`src/ptg_pkg.sv`:
```
// Shared widths, defaults and divider request type for the periodic trigger generator.
`default_nettype none
package ptg_pkg;
    localparam int CHANNELS_DEF = 8;
    localparam int CH_W         = 3;
    localparam int SMP_W        = 24;
    localparam int CNT_W        = 32;
    localparam int DVD_W        = CNT_W + 1;
    localparam int IN_TDATA_W   = 56;
    localparam int OUT_TDATA_W  = 40;

    typedef struct packed {
        logic             start;
        logic [DVD_W-1:0] dividend;
        logic [SMP_W-1:0] divisor;
    } t_div_req;
endpackage
`default_nettype wire

```
`src/ptg_rem.sv`:
```
// Bit-serial restoring remainder unit: one dividend bit per cycle.
`default_nettype none
module ptg_rem
    import ptg_pkg::*;
(
    input  wire logic             i_clk,
    input  wire logic             i_rst_n,
    input  wire t_div_req         i_req,
    output logic                  o_done,
    output logic [SMP_W-1:0]      o_rem
);
    localparam int STEPS = DVD_W;
    localparam int STEP_W = $clog2(STEPS + 1);

    logic              r_busy;
    logic              r_done;
    logic [STEP_W-1:0] r_step;
    logic [DVD_W-1:0]  r_dvd;
    logic [SMP_W-1:0]  r_div;
    logic [SMP_W-1:0]  r_rem;
    logic [SMP_W:0]    w_trial;
    logic [SMP_W:0]    w_diff;
    logic              w_fits;

    // shift in the next dividend bit, subtract where the divisor fits
    assign w_trial = {r_rem, r_dvd[DVD_W-1]};
    assign w_diff  = w_trial - {1'b0, r_div};
    assign w_fits  = (w_trial >= {1'b0, r_div});

    always_ff @(posedge i_clk) begin
        if (!i_rst_n) begin
            r_busy <= 1'b0;
            r_done <= 1'b0;
            r_step <= '0;
        end else begin
            r_done <= 1'b0;
            if (i_req.start) begin
                r_busy <= 1'b1;
                r_step <= STEP_W'(STEPS);
            end else if (r_busy) begin
                r_step <= r_step - 1'b1;
                if (r_step == STEP_W'(1)) begin
                    r_busy <= 1'b0;
                    r_done <= 1'b1;
                end
            end
        end
    end

    always_ff @(posedge i_clk) begin
        if (i_req.start) begin
            r_dvd <= i_req.dividend;
            r_div <= i_req.divisor;
            r_rem <= '0;
        end else if (r_busy) begin
            r_dvd <= {r_dvd[DVD_W-2:0], 1'b0};
            r_rem <= w_fits ? w_diff[SMP_W-1:0] : w_trial[SMP_W-1:0];
        end
    end

    assign o_done = r_done;
    assign o_rem  = r_rem;
endmodule
`default_nettype wire

```
`src/periodic_trigger_generator_core.sv`:
```
// Periodic trigger generator: per-channel period counters with phase delay and wrap.
// An input transfer is taken in S_IDLE; the item then passes through S_PREP and
//   S_FIN, with S_DIV between them when the counter wraps and its remainder has to
//   be worked out by the 33-step bit-serial remainder unit. S_FIN loads the result
//   once the output is free; no new input transfer is taken before that.
// Reset (i_rst_n low, synchronous): all channel counters read as zero, no result pending.
`default_nettype none
module periodic_trigger_generator_core
    import ptg_pkg::*;
#(
    parameter int CHANNELS = CHANNELS_DEF
)(
    input  wire logic                   i_clk,
    input  wire logic                   i_rst_n,
    input  wire logic                   i_s_tvalid,
    output logic                        o_s_tready,
    // [0] reset_req, [24:1] interval_samples, [48:25] delay_samples, [55:49] zero
    input  wire logic [IN_TDATA_W-1:0]  i_s_tdata,
    // [2:0] channel
    input  wire logic [CH_W-1:0]        i_s_tuser,
    output logic                        o_m_tvalid,
    input  wire logic                   i_m_tready,
    // [0] pulse, [32:1] elapsed_samples, [39:33] zero
    output logic [OUT_TDATA_W-1:0]      o_m_tdata
);
    localparam int IDX_W = (CHANNELS > 1) ? $clog2(CHANNELS) : 1;

    // sequencer codes
    localparam logic [1:0] S_IDLE = 2'd0;
    localparam logic [1:0] S_PREP = 2'd1;
    localparam logic [1:0] S_DIV  = 2'd2;
    localparam logic [1:0] S_FIN  = 2'd3;

    logic [1:0]             r_state;
    logic [1:0]             n_state;

    // counter store, one entry per channel; entries not yet written read as zero
    logic [CNT_W-1:0]       r_mem [CHANNELS];
    logic [CHANNELS-1:0]    r_valid;
    logic [CNT_W-1:0]       r_rd;
    logic                   r_rd_vld;

    // item held while it is worked on
    logic [IDX_W-1:0]       r_idx;
    logic                   r_restart;
    logic [SMP_W-1:0]       r_mag;
    logic [SMP_W-1:0]       r_delay;
    logic [CNT_W-1:0]       r_cnt;
    logic [CNT_W-1:0]       n_cnt;

    logic                   r_o_valid;
    logic [OUT_TDATA_W-1:0] r_o_data;

    logic                   w_take;
    logic [IDX_W-1:0]       w_idx;
    logic [SMP_W-1:0]       w_interval;
    logic [SMP_W-1:0]       w_mag;
    logic [CNT_W-1:0]       w_cur;
    logic [CNT_W+1:0]       w_delayed;
    logic                   w_wraps;
    logic [SMP_W+1:0]       w_wrap;
    logic [CNT_W-1:0]       w_inc;
    logic                   w_out_free;
    t_div_req               w_div_req;
    logic                   w_div_done;
    logic [SMP_W-1:0]       w_rem;

    assign o_s_tready = (r_state == S_IDLE);
    assign w_take     = i_s_tvalid && o_s_tready;
    assign w_out_free = !r_o_valid || i_m_tready;

    // fold the channel number onto the channels present
    always_comb begin
        logic [6:0] v;
        v = {{(7-CH_W){1'b0}}, i_s_tuser};
        for (int i = 0; i < 7; i++) begin
            if (v >= 7'(CHANNELS)) begin
                v = v - 7'(CHANNELS);
            end
        end
        w_idx = IDX_W'(v);
    end

    // magnitude of the interval; the most negative value still fits unsigned
    assign w_interval = i_s_tdata[SMP_W:1];
    assign w_mag      = w_interval[SMP_W-1] ? (~w_interval + 1'b1) : w_interval;

    // counter minus delay, signed over 34 bits
    assign w_cur     = r_rd_vld ? r_rd : '0;
    assign w_delayed = {2'b00, w_cur} - {{(CNT_W+2-SMP_W){r_delay[SMP_W-1]}}, r_delay};
    assign w_wraps   = !w_delayed[CNT_W+1] &&
                       (w_delayed[CNT_W:0] >= {{(DVD_W-SMP_W){1'b0}}, r_mag});

    // after the wrap the counter is delay plus remainder, held at zero below
    assign w_wrap = {{2{r_delay[SMP_W-1]}}, r_delay} + {2'b00, w_rem};

    assign w_inc = (r_cnt == {CNT_W{1'b1}}) ? r_cnt : r_cnt + 1'b1;

    assign w_div_req.start    = (r_state == S_PREP) && !r_restart && w_wraps;
    assign w_div_req.dividend = w_delayed[CNT_W:0];
    assign w_div_req.divisor  = r_mag;

    ptg_rem u_rem (
        .i_clk   (i_clk),
        .i_rst_n (i_rst_n),
        .i_req   (w_div_req),
        .o_done  (w_div_done),
        .o_rem   (w_rem)
    );

    always_comb begin
        n_state = r_state;
        n_cnt   = r_cnt;
        case (r_state)
            S_IDLE: begin
                if (w_take) begin
                    n_state = S_PREP;
                end
            end
            S_PREP: begin
                if (r_restart) begin
                    n_cnt   = '0;
                    n_state = S_FIN;
                end else if (w_wraps) begin
                    n_state = S_DIV;
                end else begin
                    n_cnt   = w_cur;
                    n_state = S_FIN;
                end
            end
            S_DIV: begin
                if (w_div_done) begin
                    n_cnt   = w_wrap[SMP_W+1] ? '0
                                              : {{(CNT_W-SMP_W-1){1'b0}}, w_wrap[SMP_W:0]};
                    n_state = S_FIN;
                end
            end
            S_FIN: begin
                if (w_out_free) begin
                    n_state = S_IDLE;
                end
            end
            default: begin
                n_state = S_IDLE;
            end
        endcase
    end

    // control state
    always_ff @(posedge i_clk) begin
        if (!i_rst_n) begin
            r_state   <= S_IDLE;
            r_valid   <= '0;
            r_o_valid <= 1'b0;
        end else begin
            r_state <= n_state;
            if (r_state == S_FIN && w_out_free) begin
                r_valid[r_idx] <= 1'b1;
                r_o_valid      <= 1'b1;
            end else if (i_m_tready) begin
                r_o_valid <= 1'b0;
            end
        end
    end

    // counter store: read on the input transfer, write back the advanced count
    always_ff @(posedge i_clk) begin
        if (w_take) begin
            r_rd     <= r_mem[w_idx];
            r_rd_vld <= r_valid[w_idx];
        end
        if (r_state == S_FIN && w_out_free) begin
            r_mem[r_idx] <= w_inc;
        end
    end

    // payload: latch the item, hold the count, load the result register
    always_ff @(posedge i_clk) begin
        if (w_take) begin
            r_idx     <= w_idx;
            r_restart <= i_s_tdata[0] || (w_interval == '0);
            r_mag     <= w_mag;
            r_delay   <= i_s_tdata[2*SMP_W:SMP_W+1];
        end
        r_cnt <= n_cnt;
        if (r_state == S_FIN && w_out_free) begin
            r_o_data <= {{(OUT_TDATA_W-CNT_W-1){1'b0}}, r_cnt, (r_cnt == '0)};
        end
    end

    assign o_m_tvalid = r_o_valid;
    assign o_m_tdata  = r_o_data;

`ifndef NO_ASSERTIONS
    // an input transfer always starts the work of that item
    a_take_prep: assert property (@(posedge i_clk) disable iff (!i_rst_n)
        w_take |=> (r_state == S_PREP))
        else $error("input transfer did not start the item");

    // the remainder unit finishes only while the sequencer waits for it
    a_div_state: assert property (@(posedge i_clk) disable iff (!i_rst_n)
        w_div_done |-> (r_state == S_DIV))
        else $error("remainder finished outside the wrap step");

    // the pulse flag matches a zero elapsed count
    a_pulse: assert property (@(posedge i_clk) disable iff (!i_rst_n)
        o_m_tvalid |-> (o_m_tdata[0] == (o_m_tdata[CNT_W:1] == '0)))
        else $error("pulse disagrees with elapsed count");

    // a wrapped counter has no bits set above bit SMP_W
    a_wrap_range: assert property (@(posedge i_clk) disable iff (!i_rst_n)
        (r_state == S_DIV && w_div_done) |=> (r_cnt[CNT_W-1:SMP_W+1] == '0))
        else $error("wrapped counter out of range");
`endif
endmodule
`default_nettype wire
```
`config.mk`:
```
export PLATFORM = sky130hd
export DESIGN_NAME = periodic_trigger_generator_core
export DESIGN_NICKNAME = d
export VERILOG_FILES = /design/src/ptg_pkg.sv /design/src/ptg_rem.sv /design/src/periodic_trigger_generator_core.sv
export SDC_FILE = /design/constraint.sdc
export NUM_CORES = 1
export LEC_CHECK = 0
export ABC_AREA = 1
export BUFFER_PORTS_ARGS = -buffer_cell sky130_fd_sc_hd__buf_2
export CAP_MARGIN = 25
export CORE_MARGIN = 1
export CORE_UTILIZATION = 42
export CTS_CLUSTER_SIZE = 10
export DETAILED_ROUTE_END_ITERATION = 7
export GPL_TIMING_DRIVEN = 0
export HOLD_SLACK_MARGIN = 0.02
export PLACE_DENSITY = 0.64
export SYNTH_ARGS = -nofsm -noshare
export SYNTH_HDL_FRONTEND = slang
export SYNTH_SLANG_ARGS = --single-unit
```
`constraint.sdc`:
```
create_clock -name i_clk -period 4.35 [get_ports i_clk]
set_input_delay 0.435 -clock i_clk [delete_from_list [all_inputs] [get_ports i_clk]]
set_output_delay 0.435 -clock i_clk [all_outputs]
set_load 0.005 [all_outputs]
```
==> results of run 1 <==
==> report_power, final <==
group	internal [mW]	total, mW	leakage, nW	switching [mW]
Clock	2.63	4.55	0.834	1.92
Sequential	6.51	7.14	4.59	0.630
Combinational	2.26	6.43	7.36	4.18
Total	11.4	18.1	12.8	6.73
==> how the worst max path moves through the flow <==
stage / endpoint / depth (start not counted) / slack, ns
6_report: r_cnt[8] / 31 / 0.008
5_1_grt: r_cnt[8] / 30 / -0.22
4_1_cts: r_cnt[8] / 30 / -0.08
3_5_place_dp: r_cnt[7] / 30 / -1.27
3_3_place_gp: r_cnt[6] / 30 / -1.21
2_1_floorplan: r_cnt[0] / 28 / 0.03
==> final cells by class <==
class / count / share of cell area
clock buffers: 90 / 0.0506
plain buffers: 88 / 0.0156
clock inverters: 7 / 0.00439
repair buffers: 179 / 0.0456
inverters: 333 / 0.0401
flip-flops and latches: 506 / 0.467
well taps: 837 / 0.0331
repair inverters: 3 / 0.00138
multi-input cells: 1836 / 0.343
==> metrics by stage <==
stage | setup TNS (ns) | area [um^2] | hold slack (ns) | std cells | worst slack [ns]
after detailed placement | -133.49 | 28000 | 0.436 | 3701 | -1.27
after global routing | -14.74 | 31600 | 0.0618 | 3879 | -0.217
final | 0 | 31600 | 0.0835 | 3879 | 0.00779
after CTS | -1.73 | 30800 | 0.0539 | 3852 | -0.0791
after floorplan | 0 | 26100 | 0.426 | 2760 | 0.0254
after global placement | -191.91 | 27600 | 0.440 | 3687 | -1.21
==> worst max-delay path, delay by kind of cell (launching register included) <==
kind	cells	cell delay (ns)
AOI/OAI and AO/OA	5	0.61
DFF	1	0.41
and+or+nand+nor	15	1.25
buffers and inverters	8	0.94
xor gates and xnor gates	1	0.23
adders and majority gates	2	0.59
==> sequential cells by signal, indices dropped and copies added (netlist names), 2 cells and up <==
name and count:
u_rem.r_step 6, r_idx 3, r_state 2, u_rem.o_rem 24
r_valid 8, r_cnt 32, r_rd 32, r_delay 24
r_mem 256, o_m_tdata 33, u_rem.r_div 24, u_rem.r_dvd 33
r_mag 24
==> cells in the final DEF, fill, tap and decap left out, types with 20 or more instances in the layout <==
cell | netlist | layout
buf_2 | 6 | 96
nand3_1 | 59 | 51
ha_4 | 0 | 24
buf_4 | 13 | 47
nand2_4 | 0 | 20
o22ai_1 | 58 | 58
a31oi_1 | 36 | 36
nor2_1 | 422 | 399
o21ai_0 | 192 | 192
xor2_1 | 67 | 58
inv_2 | 5 | 23
inv_1 | 327 | 307
nand4_1 | 24 | 24
nor3_1 | 32 | 30
edfxtp_1 | 463 | 463
nor4_1 | 20 | 20
clkbuf_1 | 60 | 86
clkbuf_16 | 0 | 59
dfxtp_1 | 43 | 43
nand2_1 | 559 | 495
ha_1 | 115 | 90
xnor2_1 | 45 | 41
dlygate4sd3_1 | 0 | 27
nand2_2 | 1 | 44
a21oi_1 | 95 | 81
==> kinds of logic (layout without fill, tap and decap cells) <==
| family | Yosys count | after routing | synth area share |
|---|---|---|---|
| simple gates | 1145 | 1148 | 0.178 |
| flops | 506 | 506 | 0.565 |
| compound gates | 451 | 451 | 0.0973 |
| buf+inv | 421 | 700 | 0.0642 |
| fa+ha+maj | 118 | 118 | 0.0574 |
| xor+xnor | 112 | 112 | 0.0376 |
| other cells | 1 | 7 | 0.000144 |
==> layer usage <==
metal | global-route usage | wire length (um)
met5 | 0 | 12
met4 | 0.0847 | 2510
met3 | 0.0320 | 4870
met2 | 0.442 | 39900
met1 | 0.300 | 31500
==> repair_timing <==
item	CTS	global route
endpoints found under the setup margin	155	154
pin swaps	19	42
setup buffers	20	25
gates cloned	8	1
resized for setup	137	139
hold endpoints to repair	27	0
hold buffers	27	0
==> qor.txt, run 1 <==
Sequential cell area -> 14800 um^2
Vert. Die Dim -> 251 um
total CTS buffers -> 58
Overflow after GRT -> 0
post-layout util -> 0.514
CP Data Required Time -> 4.66 ns
CP Max Fanout -> 8
multi-input logic area -> 10800 um^2
number of placement rows -> 91
Mapped Cells -> 2754
via count -> 20500
Worst R2R Setup Slack -> 0.008 ns
flip-flop and latch count after synthesis -> 506
Worst-Skew Late Latency -> 0.64 ns
nets -> 3186
hold path endpoint -> r_idx[1]
Inserted Diodes -> 0
Critical R2R Launch -> r_rd_vld
final setup skew -> 0.0473 ns
Commonest cells post-synth -> nand2_1 (559), edfxtp_1 (463), nor2_1 (422)
Max Fclk -> 0.230 GHz
RR Endpoint -> r_cnt[8]
Unique masters post-synth -> 52
Top FF cell, synth -> edfxtp_1
Hold Crit Start -> i_s_tuser[1]
Max transition margin -> 0.405
die width -> 251 um
vias in the first global route -> 20200
Setup-failing EPs final -> 0
number of synthesized flops with an enable pin -> 463
Tot GR Track Use -> 0.245
final RePlAce weighted congestion -> 0.994
worst hold path class -> in2reg
vias per cell -> 5.28
Core Box Area -> 61600 um^2
Filler cells -> 5521
largest area contributor in the netlist -> edfxtp_1
endpoint class of the critical path -> flip-flop
crit path launch -> r_rd_vld
Root Driver -> clkbuf_16
initial drt markers -> 1666
DRC Markers -> 0
initial core utilization -> 0.424
clk slew on worst S/H paths -> 0.06 ns
routed len/inst -> 20.3 um
sequential-to-total area share from yosys stat -> 0.565
CTS tree -> yes
P per Cell Area -> 573 nW/um^2
slowest stage delay, CP -> 0.41 ns
buffers added on ports -> 90
Final ANT Viol Nets -> 0
RSZ-0062 raised after global routing -> true
maximum VDD drop -> 0.000371 V
post-DP HPWL -> 58400 um
Hold Vio Cnt, Final -> 0
largest cells by area after synthesis -> edfxtp_1 (53%), nand2_1 (8.0%), nor2_1 (6.1%)
power consumption -> 18.1 mW
WS Path Type -> reg2reg
Warnings, synthesis -> 0
Pins Over Slew Limit -> 0
initial antenna violation count -> 1
Mapped Avg Cell Area -> 9.48 um^2
CP arrival -> 4.66 ns
Leakage -> 12.8 nW
H-tree levels -> 2
Ports -> 105
post-layout min period -> 4.34 ns
largest net degree at the start of global routing -> 54
die area -> 63200 um^2
share of the synthesized area in the top cell type -> 0.532
Worst Max-Slew Pin Slew -> 0.883 ns
R2R cell count -> 31
most common cell in the netlist -> nand2_1
status -> finished clean
Worst path slowest cell -> edfxtp_1
Area Growth Syn to Fin -> 21.2%
crit start category -> flip-flop
final period utilization -> 0.998
drt pass-1 iters -> 6
routed wire length -> 78900 um
synthesized cell area -> 26100 um^2
hold depth -> 1
ys async rst share -> 0
first-pass GRT wire length -> 117000 um
MaxCap Viol Count -> 0
CTS max path bufs -> 3
ratio of cells with drive above 1 in the final layout -> 0.152
clock sinks -> 506
Power figures use the tool's default switching activity.
==> run 2, diff against run 1 <==
Settings changed: CORE_ASPECT_RATIO set to 1.2, SLEW_MARGIN set to 20.
==> run 2 against run 1 <==
Effect of this change:
- the run now ends with setup timing left
- largest power group unchanged
- clock-buffer cell count is 2 lower
- global-route usage increased by 0.21 points
- highest routed layer is now met4
- setup slack lost 0.13 ns
==> qor.txt, run 2 (synthesis gave the netlist of run 1 again) <==
routed wire length -> 79200 um (+0.38%)
total CTS buffers -> 59 (+1.7%)
vias in the first global route -> 20300 (+0.49%)
buffers added on ports -> 90 (unchanged)
endpoint class of the critical path -> flip-flop
leading cell type in the layout, fill and taps excluded -> nand2_1
final RePlAce weighted congestion -> 0.943 (-5.1%)
Largest register FFs -> 256 (unchanged)
Hold Vio Cnt, Final -> 0 (unchanged)
initial core utilization -> 0.428 (+0.00368)
Leakage -> 12.8 nW (about the same)
via count -> 20400 (-0.21%)
CTS max path bufs -> 3 (unchanged)
clk slew on worst S/H paths -> 0.06 ns (about the same)
nets -> 3186 (unchanged)
drt pass-1 iters -> 5 (-1)
RSZ-0062 raised after global routing -> true
clock sinks -> 506 (unchanged)
Reg with most FFs -> r_mem
Pins Over Slew Limit -> 0 (unchanged)
failing checks -> setup timing
Root Driver -> clkbuf_16
Final ANT Viol Nets -> 0 (unchanged)
final setup skew -> 0.0402 ns (-0.00701 ns)
Worst path slowest cell -> fa_2
Worst Max-Slew Pin Slew -> 1.02 ns (+0.140 ns)
post-DP HPWL -> 59300 um (+1.5%)
worst hold path class -> in2reg
Setup-failing EPs final -> 113 (+113)
DRC Markers -> 0 (unchanged)
final period utilization -> 1.03 (+0.0301)
routed len/inst -> 20.6 um (+1.2%)
die width -> 230 um (-8.6%)
Vert. Die Dim -> 275 um (+9.5%)
CP Data Required Time -> 4.66 ns (about the same)
GR Layer Usage met1 -> 0.286 (-0.0142)
status -> finished with violations
Overflow after GRT -> 0 (unchanged)
CP Max Fanout -> 8 (unchanged)
Max transition margin -> 0.318 (-0.0869)
CP arrival -> 4.78 ns (+0.12 ns)
Worst-Skew Late Latency -> 0.63 ns (about the same)
initial antenna violation count -> 0 (-1)
post-layout util -> 0.516 (+0.00231)
crit start category -> flip-flop
number of placement rows -> 99 (+8.8%)
maximum VDD drop -> 0.000426 V (+15%)
Tot GR Track Use -> 0.247 (+0.00206)
largest net degree at the start of global routing -> 67 (+24%)
initial drt markers -> 1615 (-3.1%)
die area -> 63200 um^2 (about the same)
power consumption -> 18.0 mW (-0.98%)
most frequent cells in the layout -> nand2_1 (485), edfxtp_1 (463), nor2_1 (400)
post-layout min period -> 4.47 ns (+0.131 ns)
MaxCap Viol Count -> 0 (unchanged)
setup ws final -> -0.123 ns (-0.131 ns)
CTS tree -> yes
Area Growth Syn to Fin -> 20.7%
H-tree levels -> 2 (unchanged)
slowest stage delay, CP -> 0.36 ns (-0.05 ns)
Core Box Area -> 61100 um^2 (-0.86%)
Ports -> 105 (unchanged)
P per Cell Area -> 570 nW/um^2 (-0.56%)
met2 Use GR -> 0.447 (+0.00518)
met3 Usage GRT -> 0.0304 (-0.00163)
vias per cell -> 5.31 (+0.62%)
Most common cell on crit path -> nand2_1
Inserted Diodes -> 0 (unchanged)
ratio of cells with drive above 1 in the final layout -> 0.154 (+0.00180)
gr busiest metal -> met2
Max Fclk -> 0.224 GHz (-2.9%)
first-pass GRT wire length -> 118000 um (+0.62%)
WS Path Type -> reg2reg
==> run 2: cell count changes in the layout (fill, tap and decap cells not counted), moves of 5 or more <==
cell	before	now
buf_4	47	57
nand2_2	44	59
nand2_4	20	14
nor2_4	16	11
clkbuf_16	59	64
nand2_1	495	485
buf_6	15	4
==> run 2: worst paths after layout <==
check	from	cells after the start	slack, ns	end
max	r_rd_vld	29	-0.12	r_cnt[23]
min	i_s_tdata[1]	1	0.05	r_mag[0]
max reg2reg	r_rd_vld	29	-0.12	r_cnt[23]
min reg2reg	r_mag[15]	0	0.46	u_rem.r_div[15]
==> run 2: critical path: cells and delay by family (launching register included) <==
kind	cells	cell delay, ns
AND/OR/NAND/NOR	13	1.09
buffers and inverters	7	0.97
adder cells (fa/ha/maj)	3	0.81
AO/OA/AOI/OAI	5	0.72
flip-flops	1	0.35
XOR/XNOR	1	0.20
==> run 2: layout make-up <==
cell class | instances | area, um^2
fillers | 5475 | 29600
clock inverters | 7 | 92.6
multi-input cells | 1834 | 10700
clock buffers | 88 | 1630
flip-flops and latches | 506 | 14800
repair inverters | 3 | 40.0
repair buffers | 181 | 1490
plain buffers | 87 | 487
inverters | 333 | 1280
well taps | 808 | 1010
==> run 2: per-stage QoR <==
stage | cell area [um^2] | cells | hold WS [ns] | TNS (ns) | worst slack (ns)
2_1_floorplan | 26100 | 2760 | 0.426 | 0 | 0.0254
3_3_place_gp | 27600 | 3658 | 0.441 | -190.36 | -1.24
3_5_place_dp | 27900 | 3672 | 0.437 | -140.13 | -1.32
4_1_cts | 30500 | 3807 | 0.0268 | -7.03 | -0.154
5_1_grt | 31500 | 3847 | 0.0547 | -30.04 | -0.331
6_report | 31500 | 3847 | 0.0549 | -7.31 | -0.123
==> run 2: what timing repair did <==
item / CTS / global route
setup buffers: 11 / 35
hold buffers: 25 / 0
endpoints found under the setup margin: 155 / 155
cloned: 5 / 5
endpoints found under the hold margin: 25 / 0
pin swaps: 12 / 60
resized for setup: 98 / 160
==> run 2: where the power goes <==
| group | leakage [nW] | internal (mW) | switching [mW] |
|---|---|---|---|
| sequential | 4.59 | 6.51 | 0.620 |
| clock | 0.829 | 2.56 | 1.93 |
| combinational | 7.37 | 2.24 | 4.10 |
| total | 12.8 | 11.3 | 6.65 |
==> run 2: layer usage <==
layer / vias up / routed length, um
li1: 9780 / -
met1: 9693 / 30300
met2: 748 / 40300
met5: - / 0
met3: 225 / 4220
met4: 0 / 4380
==> run 3, diff against run 2 <==
Settings changed: CORE_UTILIZATION 42 to 50, PLACE_DENSITY 0.64 to 0.71.
Clock period 4.35 ns to 5.5 ns, I/O delays scaled along.
==> run 3 against run 2 <==
Effect of this change:
- the run now ends clean
- routed wire length down 4.8%
- first-iteration DRC count down 8.2%
- fmax decreased by 12%
- via count down 2.4%
- clock-buffer cell count shrank 2
- clock skew decreased by 0.016 ns
- critical path type unchanged
==> qor.txt, run 3 (synthesis gave the netlist of run 1 again) <==
P per Cell Area -> 451 nW/um^2 (-21%)
routed wire length -> 75300 um (-4.8%)
initial antenna violation count -> 1 (+1)
met2 Use GR -> 0.516 (+0.0692)
Worst path slowest cell -> edfxtp_1
buffers added on ports -> 90 (unchanged)
met3 Usage GRT -> 0.0388 (+0.00840)
die width -> 211 um (-8.3%)
largest net degree at the start of global routing -> 51 (-24%)
maximum VDD drop -> 0.000297 V (-30%)
initial core utilization -> 0.507 (+0.0798)
nets -> 3108 (-2.4%)
Sequential cell area -> 14800 um^2 (unchanged)
worst hold slack -> 0.0967 ns (+0.0418 ns)
final period utilization -> 0.925 (-0.104)
Worst-Skew Late Latency -> 0.64 ns (about the same)
Overflow after GRT -> 0 (unchanged)
Setup-failing EPs final -> 0 (-100%)
most frequent cells in the layout -> nand2_1 (558), edfxtp_1 (463), nor2_1 (415)
initial drt markers -> 1482 (-8.2%)
post-DP HPWL -> 57700 um (-2.7%)
Tot GR Track Use -> 0.285 (+0.0376)
drt pass-1 iters -> 5 (unchanged)
first-pass GRT wire length -> 113000 um (-3.6%)
Root Driver -> clkbuf_16
Filler cells -> 4437 (-19%)
leading cell type in the layout, fill and taps excluded -> nand2_1
Max transition margin -> 0.385 (+0.0674)
Leakage -> 12.2 nW (-4.9%)
Final ANT Viol Nets -> 0 (unchanged)
final RePlAce weighted congestion -> 1.00 (+6.1%)
post-layout min period -> 5.09 ns (+0.612 ns)
clk slew on worst S/H paths -> 0.06 ns (about the same)
die area -> 53100 um^2 (-16%)
routed len/inst -> 20.6 um (about the same)
WS Path Type -> reg2reg
CTS tree -> yes
crit path buf inv count -> 6 (-1)
slowest stage delay, CP -> 0.44 ns (+0.08 ns)
MaxCap Viol Count -> 0 (unchanged)
Pins Over Slew Limit -> 0 (unchanged)
post-layout util -> 0.573 (+0.0573)
status -> finished clean
final setup skew -> 0.0245 ns (-0.0157 ns)
Ports -> 105 (unchanged)
CTS max path bufs -> 3 (unchanged)
CP arrival -> 5.36 ns (+0.58 ns)
Most common cell on crit path -> nand2_1
GR Layer Usage met1 -> 0.317 (+0.0311)
DRC Markers -> 0 (unchanged)
number of placement rows -> 91 (-8.1%)
Max Fclk -> 0.197 GHz (-12%)
Vert. Die Dim -> 252 um (-8.3%)
vias in the first global route -> 20300 (-0.23%)
CP Max Fanout -> 33 (+25)
via count -> 20000 (-2.4%)
multi-input logic area -> 9760 um^2 (-9.0%)
Crit path max-delay family -> simple AND/OR/NAND/NOR gates
Largest register FFs -> 256 (unchanged)
Hold Vio Cnt, Final -> 0 (unchanged)
Reg with most FFs -> r_mem
Hold-fix buffers, CTS -> 0 (-100%)
Worst Max-Slew Pin Slew -> 0.914 ns (-0.110 ns)
gr busiest metal -> met2
endpoint class of the critical path -> flip-flop
total CTS buffers -> 58 (-1.7%)
Area Growth Syn to Fin -> 13.0%
worst hold path class -> in2reg
Inserted Diodes -> 0 (unchanged)
RSZ-0062 raised after global routing -> false
crit start category -> flip-flop
CP Data Required Time -> 5.77 ns (+1.11 ns)
H-tree levels -> 2 (unchanged)
ratio of cells with drive above 1 in the final layout -> 0.0834 (-0.0702)
vias per cell -> 5.46 (+2.7%)
clock sinks -> 506 (unchanged)
Core Box Area -> 51500 um^2 (-16%)
run 3: cell count changes in the layout (fill, tap and decap cells not counted), moves of 10 or more:
cell / change
nand2_1: +73
nand2_2: -58
buf_4: -38
dlygate4sd3_1: -25
ha_1: +23
ha_4: -23
inv_1: +15
inv_2: -15
nor2_1: +15
a21oi_1: +14
nand2_4: -13
a21oi_2: -10
nor2_2: -10
run 3: path summary, 6_finish.rpt:
path / from / slack (ns) / cells past startpoint / to
min: i_s_tdata[43] / 0.1 / 1 / r_delay[18]
max: r_rd_vld / 0.41 / 28 / u_rem.r_dvd[23]
max reg2reg: r_rd_vld / 0.41 / 28 / u_rem.r_dvd[23]
min reg2reg: r_mag[10] / 0.45 / 0 / u_rem.r_div[10]
run 3: layout make-up:
type,instances,share of cell area
Sequential cell,506,0.500
Multi-Input combinational cell,1833,0.331
Clock buffer,86,0.0534
Inverter,333,0.0430
Tap cell,697,0.0296
Timing Repair Buffer,106,0.0248
Buffer,88,0.0146
Clock inverter,7,0.00314
Timing Repair inverter,1,0.000170
run 3: per-layer routing:
metal | part of all wire | vias to the layer above
met3 | 0.056 | 205
met4 | 0.059 | 2
li1 | - | 9618
met5 | 0.00013 | -
met2 | 0.51 | 741
met1 | 0.37 | 9395
run 3: where the power goes:
part           internal (mW)  switching (mW)
sequential              5.15           0.488
clock                   1.96            1.52
combinational           1.32            2.87
run 3: metrics by stage:
step | area (um^2) | TNS [ns] | total power [mW] | setup WS [ns] | instances
floorplan | 26100 | 0 | 8.31 | 0.939 | 2760
global placement | 27500 | -14.51 | 9.67 | -0.408 | 3547
detailed placement | 27800 | -4.55 | 9.76 | -0.0830 | 3560
CTS | 29400 | 0 | 13.3 | 0.0459 | 3653
global route | 29500 | 0 | 14.0 | 0.0667 | 3657
finish | 29500 | 0 | 13.3 | 0.415 | 3657
run 3: what timing repair did:
action | in CTS | in global routing
setup endpoints to repair | 65 | 65
setup buffers | 0 | 3
pin swaps | 0 | 1
gates cloned | 0 | 1
resized for setup | 2 | 12
